[config.mk]
export PLATFORM = sky130hd
export DESIGN_NAME = cmm_ctrl
export DESIGN_NICKNAME = d
export VERILOG_FILES = /design/src/sv/cmm_pkg.sv /design/src/sv/cmm_ctrl.sv
export SDC_FILE = /design/constraint.sdc
export NUM_CORES = 1
export LEC_CHECK = 0
export BUFFER_PORTS_ARGS = -buffer_cell sky130_fd_sc_hd__buf_2
export CAP_MARGIN = 0
export CELL_PAD_IN_SITES_DETAIL_PLACEMENT = 1
export CELL_PAD_IN_SITES_GLOBAL_PLACEMENT = 2
export CORE_MARGIN = 2
export CORE_UTILIZATION = 28
export DETAILED_ROUTE_END_ITERATION = 8
export PLACE_DENSITY = 0.83
export SYNTH_ARGS = -nofsm -noshare
export SYNTH_HDL_FRONTEND = slang
export SYNTH_SLANG_ARGS = --single-unit
[constraint.sdc]
create_clock -name i_clk -period 2.2 [get_ports i_clk]
set_input_delay 0.22 -clock i_clk [delete_from_list [all_inputs] [get_ports i_clk]]
set_output_delay 0.22 -clock i_clk [all_outputs]
set_load 0.05 [all_outputs]
[src/sv/cmm_pkg.sv]
// Shared constants, codes and control structs for the complex matrix multiplier.
`timescale 1ns / 1ps

package cmm_pkg;

    localparam int DEF_MAX_DIM       = 16;
    localparam int DEF_ELEMENT_WIDTH = 16;

    localparam int ACC_W       = 37;  // exact dot-product width
    localparam int IDX_FIELD_W = 4;   // row/col fields on the ports
    localparam int ACTION_W    = 2;
    localparam int CFG_W       = 5;
    localparam int CFG_IDX_W   = 2;

    localparam logic [ACTION_W-1:0] ACT_LOAD_LEFT  = 2'd0;
    localparam logic [ACTION_W-1:0] ACT_LOAD_RIGHT = 2'd1;
    localparam logic [ACTION_W-1:0] ACT_COMPUTE    = 2'd2;

    localparam logic [CFG_IDX_W-1:0] REG_ROWS  = 2'd0;
    localparam logic [CFG_IDX_W-1:0] REG_INNER = 2'd1;
    localparam logic [CFG_IDX_W-1:0] REG_COLS  = 2'd2;

    localparam logic [CFG_W-1:0] CFG_RESET = 5'd16;

    typedef struct packed {
        logic wr_left;
        logic wr_right;
        logic issue;
        logic first;
        logic last_k;
        logic zero;
        logic last_col;
    } t_cmd;

    typedef struct packed {
        logic read_pending;
        logic mul_pending;
    } t_status;

endpackage

[src/sv/cmm_ctrl.sv]
// Controller: size registers, request decode and the row sequencer.
`timescale 1ns / 1ps

module cmm_ctrl import cmm_pkg::*; #(
    parameter int MAX_DIM = DEF_MAX_DIM
) (
    input  logic                   i_clk,
    input  logic                   i_rst_n,
    input  logic                   i_start,
    input  logic [ACTION_W-1:0]    i_action,
    input  logic [IDX_FIELD_W-1:0] i_row_index,
    input  logic [IDX_FIELD_W-1:0] i_col_index,
    input  logic                   i_cfg_we,
    input  logic [CFG_IDX_W-1:0]   i_cfg_index,
    input  logic [CFG_W-1:0]       i_cfg_data,
    input  t_status                i_status,
    output logic                   o_busy,
    output t_cmd                   o_cmd,
    output logic [$clog2(MAX_DIM)-1:0] o_k,
    output logic [$clog2(MAX_DIM)-1:0] o_c,
    output logic [IDX_FIELD_W-1:0] o_row
);

    localparam int IDX_W = $clog2(MAX_DIM);
    localparam int DIM_W = $clog2(MAX_DIM + 1);

    typedef enum logic [1:0] {
        S_IDLE,
        S_RUN,
        S_DRAIN
    } t_state;

    t_state                 r_state, n_state;
    logic [IDX_W-1:0]       r_k, n_k;
    logic [IDX_W-1:0]       r_c, n_c;
    logic [IDX_FIELD_W-1:0] r_row, n_row;
    logic [CFG_W-1:0]       r_rows, r_inner, r_cols;

    logic [DIM_W-1:0] nrows, ninner, ncols;
    logic             accept;
    logic             ld_left_ok, ld_right_ok, cmp_ok;
    logic             last_k, last_c;

    function automatic logic [DIM_W-1:0] clamp_dim(input logic [CFG_W-1:0] v);
        if (int'(v) > MAX_DIM) begin
            return DIM_W'(MAX_DIM);
        end
        return DIM_W'(v);
    endfunction

    assign nrows  = clamp_dim(r_rows);
    assign ninner = clamp_dim(r_inner);
    assign ncols  = clamp_dim(r_cols);

    assign accept      = i_start && (r_state == S_IDLE);
    assign ld_left_ok  = (int'(i_row_index) < int'(nrows)) && (int'(i_col_index) < int'(ninner));
    assign ld_right_ok = (int'(i_row_index) < int'(ninner)) && (int'(i_col_index) < int'(ncols));
    assign cmp_ok      = (int'(i_row_index) < int'(nrows)) && (ncols != '0);

    // empty inner dimension still walks one zero term per column
    assign last_k = (ninner == '0) || (int'(r_k) + 1 == int'(ninner));
    assign last_c = (int'(r_c) + 1 == int'(ncols));

    always_comb begin
        o_cmd.wr_left  = accept && (i_action == ACT_LOAD_LEFT) && ld_left_ok;
        o_cmd.wr_right = accept && (i_action == ACT_LOAD_RIGHT) && ld_right_ok;
        o_cmd.issue    = (r_state == S_RUN);
        o_cmd.first    = (r_k == '0);
        o_cmd.last_k   = last_k;
        o_cmd.zero     = (ninner == '0);
        o_cmd.last_col = last_c;
    end

    assign o_busy = (r_state != S_IDLE);
    assign o_k    = r_k;
    assign o_c    = r_c;
    assign o_row  = r_row;

    always_comb begin
        n_state = r_state;
        n_k     = r_k;
        n_c     = r_c;
        n_row   = r_row;
        case (r_state)
            S_IDLE: begin
                if (accept && (i_action == ACT_COMPUTE) && cmp_ok) begin
                    n_state = S_RUN;
                    n_k     = '0;
                    n_c     = '0;
                    n_row   = i_row_index;
                end
            end
            S_RUN: begin
                if (last_k) begin
                    n_k = '0;
                    if (last_c) begin
                        n_state = S_DRAIN;
                    end else begin
                        n_c = r_c + 1'b1;
                    end
                end else begin
                    n_k = r_k + 1'b1;
                end
            end
            S_DRAIN: begin
                // leave once the final term has passed the store read
                if (!i_status.read_pending) begin
                    n_state = S_IDLE;
                end
            end
            default: begin
                n_state = S_IDLE;
            end
        endcase
    end

    always_ff @(posedge i_clk) begin
        if (!i_rst_n) begin
            r_state <= S_IDLE;
            r_k     <= '0;
            r_c     <= '0;
            r_row   <= '0;
            r_rows  <= CFG_RESET;
            r_inner <= CFG_RESET;
            r_cols  <= CFG_RESET;
        end else begin
            r_state <= n_state;
            r_k     <= n_k;
            r_c     <= n_c;
            r_row   <= n_row;
            if (i_cfg_we) begin
                case (i_cfg_index)
                    REG_ROWS:  r_rows  <= i_cfg_data;
                    REG_INNER: r_inner <= i_cfg_data;
                    REG_COLS:  r_cols  <= i_cfg_data;
                    default: ;
                endcase
            end
        end
    end

endmodule

Yosys cells after proc, flatten, opt, wreduce, memory -nomap -nowiden. Index checks and enable logic that the tools add are counted.

Register bits after elaboration: 29. Bits of input ports: 23. Output and inout bits: 20. Logic and storage cells: 77.

Add/subtract/negate cells: 4. Magnitude comparators: 7. Equal/unequal tests: 13. Multiplexer cells: 20. Reduce and logical (&&, ||, !) cells: 26.

Operators by type and width (count): 5-bit two-way mux (6); 4-bit by 5-bit less-than comparator with 1-bit output (4); 4-bit two-way mux (4); 4-bit one-hot mux with 2 select lines (2); 5-bit > comparator (second input constant) (3); 4-bit by 1-bit adder with 5-bit output (second input constant) (2); 5-bit == test (2); 1-bit logical AND (10); 2-bit AND reduction (5); 4-bit by 1-bit adder with 4-bit output (second input constant) (2); 2-bit two-way mux (4); 4-bit AND reduction (2); 2-bit by 1-bit == test with 1-bit output (second input constant) (3); 2-bit == test (second input constant) (3); 2-bit logical NOT (3); 2-bit by 1-bit != test with 1-bit output (second input constant) (3); 2-bit one-hot mux with 3 select lines (1); 5-bit logical NOT (1); 5-bit nonzero test (1); 4-bit logical NOT (1); 2-bit != test (second input constant) (2); 2-bit nonzero test (2); 1-bit two-way mux (3); 1-bit logical OR (1).

Longest topological paths before layout.
Depth after elaboration: 8. Mapped depth: 9. Depth with buffers taken out: 9.

Worst setup path before layout. Ideal clock, no wire load.

Path type: register -> output. Start point: register r_inner[4]. End point: output port o_cmd[6] (netlist name). Data arrival time: 2768 ps. Required time: 1980 ps. Slack: -788 ps. Cell stages (with the launch flop): 10. Buffers on the path: 0. Cell sequence: dfxtp_1 -> inv_1 -> nand2_1 -> ha_1 -> o21a_1 -> o21ai_0 -> nand2b_1 -> a21oi_1 -> nor2_1 -> nor4_1.

RTL lines: start, declared (line cmm_ctrl.sv:37) `logic [CFG_W-1:0] r_rows, r_inner, r_cols;`; start signal, assigned (line cmm_ctrl.sv:134) `REG_INNER: r_inner <= i_cfg_data;`; end, declared (line cmm_ctrl.sv:18) `output t_cmd o_cmd,`.

Worst setup path in the final report.
Start point: register r_k[0], in the netlist o_k[0]. End point: register r_c[2], in the netlist o_c[2].

Longest elaborated chain between the ends: 5.

RTL lines: start, declared (line cmm_ctrl.sv:34) `logic [IDX_W-1:0] r_k, n_k;`; start signal, assigned (line cmm_ctrl.sv:128) `r_k <= n_k;`; 4-bit by 1-bit adder with 5-bit output (line cmm_ctrl.sv:61) `assign last_k = (ninner == '0) || (int'(r_k) + 1 == int'(ninner));`; 5-bit == test (line cmm_ctrl.sv:61); 1-bit logical OR (line cmm_ctrl.sv:61); 2-bit by 1-bit != test with 1-bit output (no source line); 4-bit AND reduction (no source line); end signal, assigned (line cmm_ctrl.sv:129) `r_c <= n_c;`; end, declared (line cmm_ctrl.sv:35) `logic [IDX_W-1:0] r_c, n_c;`.

No other way between the ends. A chain may end at the register's enable or synchronous reset.

==> impl_metrics.yaml <==
outcome:
  status: "finished, violations left"
  violations: "negative setup slack"
layout:
  drive_above_1_share: 0.401
  final_common_cell: "buf_2"
  layout.nets: 316
  synthToLayoutAreaGrowth_pct: 38.8
  layout_common_cells: "37 x buf_2, 22 x nor2_1, 21 x mux2i_1, 21 x buf_4"
  nFillCells: 773
  num_antenna_cells: 0
  fin_util: 0.403
synth:
  synth_area_um2: 1860
  ys_types: 44
  synth_area_per_cell_um2: 8.63
  seq_area_frac_synth: 0.313
  synth-seq-cells: 29
  yosys_warnings: 0
  async_flop_share: 0
  synthCells: 215
  synth_edf_count: 0
  synth_nets: 253
  synth-main-ff-cell: "dfxtp_1"
sta:
  hold_viol: 0
  fmax_mhz: 443
  timing.final.crit_share: 1.03
  skew_ns: 0.00368
  drv_slew: 0
  worst_slack_ns: -0.0558
  setup_viol: 2
  fin_crit_ns: 2.26
  rsz0062_at_grt: "yes"
  worstMarginPinSlew_ns: 0.388
  slew_headroom: 0.741
floorplanning:
  io_pins: 43
  die_w_um: 85.4
  rows: 29
  dieArea_um2: 7290
  design.core.area_um2: 6390
  initial_core_util: 0.291
  die_y_um: 85.4
setup_path:
  critPathMaxFanout: 5
  r2r-start: "o_k[0]$_SDFFE_PN0P_"
  cp-end-kind: "flop"
  crit_type: "flop to flop"
  rr_worst_depth: 9
  cp.required_ns: 2.38
  worstPathArrival_ns: 2.43
  timing.rr.end: "o_c[2]$_SDFFE_PN0P_"
  cp-start-kind: "flop"
  r2r_slack_ns: -0.06
clock_network:
  clock_path_buffers: 2
  cts-root-buf: "clkbuf_8"
  clk_pin_slew_ns: 0.07
  cts_tree: "built"
  clkLatencyLatePin_ns: 0.28
  cts_inserted_buffers: 5
  hold_buffers: 0
  cts.sinks: 29
  htreeDepth: 2
power:
  power.total_mw: 1.23
  power_density_nw_per_um2: 477
  p_leak_nw: 1.11
  ir_worst_vdd_mv: 0.313
detailed_routing:
  ant_nets: 0
  drtPass1Iterations: 4
  drtIter0Drc: 37
  avgViaCountPerCell: 4.91
  drt_wl_total_mm: 5.41
  drc_errors: 0
  wl_per_cell_um: 15.2
  num_vias: 1748
grt:
  grt_overflow: 0
  antenna_found_initial: 0
  grtUsageTotal: 0.146
  grt_pass1_vias: 1707
  grt_max_degree: 18
  grt_first_pass_wirelength_mm: 8.25
run:
  maxCapViolCount: 0
hold_path:
  worstHoldPathCells: 3
  hp-class: "input pin to flop"
  worstHoldStart: "i_row_index[2]"
  hold_end: "o_row[2]$_SDFFE_PN0P_"
placement:
  place.gp.congestion: 0.732
  io_buffers: 41
  dp_hpwl_mm: 4.07
-- logic make-up (layout without fill, tap and decap cells) --
family                   after synthesis  after routing  synth area share
AO/OA/AOI/OAI                         31             31             0.113
AND/OR/NAND/NOR                       92             92             0.261
XOR/XNOR                               9              9            0.0465
flip-flops                            29             29             0.313
buffers and inverters                 17             81            0.0465
adder cells (fa/ha/maj)               15             15             0.101
multiplexers                          22             22             0.119
-- timing repair --
action | in CTS | in global routing
setup buffers | 3 | 7
hold endpoints to repair | 0 | 0
setup endpoints to repair | 7 | 16
resized for setup | 22 | 17
pin swaps | 7 | 12
-- where the power goes --
part,switching (mW),internal [mW]
registers,0.0147,0.533
clock network,0.219,0.219
logic,0.140,0.104
-- cell type report --
class | instances | area, um2 | share of cell area
Timing Repair Buffer | 62 | 388 | 0.151
Clock inverter | 2 | 10.0 | 0.00389
Inverter | 11 | 46.3 | 0.0180
Multi-Input combinational cell | 169 | 1350 | 0.525
Tap cell | 77 | 96.3 | 0.0374
Sequential cell | 29 | 612 | 0.237
Clock buffer | 6 | 72.6 | 0.0282
-- worst max path at each step --
stage                                 start                   to
detailed placement      o_k[0]$_SDFFE_PN0P_  o_k[2]$_SDFFE_PN0P_
global route            o_k[0]$_SDFFE_PN0P_  o_c[2]$_SDFFE_PN0P_
global placement        o_c[0]$_SDFFE_PN0P_  o_c[2]$_SDFFE_PN0P_
finish                  o_k[0]$_SDFFE_PN0P_  o_c[2]$_SDFFE_PN0P_
CTS                 r_inner[4]$_SDFFE_PN1P_             o_cmd[6]
floorplan            r_cols[4]$_SDFFE_PN1P_             o_cmd[5]
-- metal layers --
layer,global-route usage,vias up,share of wire
met3,0.0311,4,0.028
met5,0,-,0
li1,-,881,-
met1,0.186,841,0.47
met2,0.242,22,0.49
met4,0.0519,0,0.012
-- worst max-delay path, cell delays in order, from the launching register on --
cell and delay (ns):
dfxtp_4 0.38, inv_4 0.05, ha_4 0.28, nand2b_4 0.11
and3_4 0.16, o211ai_1 0.12, o22ai_1 0.16, or4b_4 0.51
and2_4 0.17, a31o_1 0.21
-- registers in the layout (all words and copies together) (netlist names) --
name	flops
o_row	4
o_c	4
o_k	4
r_cols	5
r_rows	5
r_inner	5
r_state	2
-- cells in the mapped netlist, types with 2 or more instances --
cell / count / area, um2
nor2_1: 23 / 86.3
inv_1: 10 / 37.5
o211ai_1: 3 / 22.5
nand2b_1: 12 / 75.1
xor2_1: 2 / 17.5
nor2b_1: 7 / 43.8
o22ai_1: 2 / 12.5
mux2i_1: 21 / 210
xnor2_1: 6 / 52.6
dfxtp_1: 29 / 581
nand3b_1: 5 / 37.5
nor3_1: 5 / 25.0
ha_1: 15 / 188
nor4_1: 2 / 12.5
o21ai_0: 8 / 40.0
nand3_1: 6 / 30.0
o21a_1: 2 / 15.0
nand2_1: 19 / 71.3
buf_4: 4 / 30.0
a21oi_1: 7 / 35.0
nor3b_1: 3 / 22.5
or2_2: 2 / 12.5
-- stage by stage --
step | std cells | TNS (ns) | area [um2] | setup WS, ns | hold WS [ns]
3_5_place_dp | 338 | -0.0496 | 2280 | -0.0448 | 0.484
3_3_place_gp | 338 | 0 | 2280 | 0.0263 | 0.472
6_report | 356 | -0.0899 | 2580 | -0.0558 | 0.219
5_1_grt | 356 | -0.483 | 2580 | -0.149 | 0.241
2_1_floorplan | 215 | 0 | 1940 | 0.00184 | 0.345
4_1_cts | 349 | -0.0451 | 2440 | -0.0252 | 0.213
(Power assumes the default switching activity.)
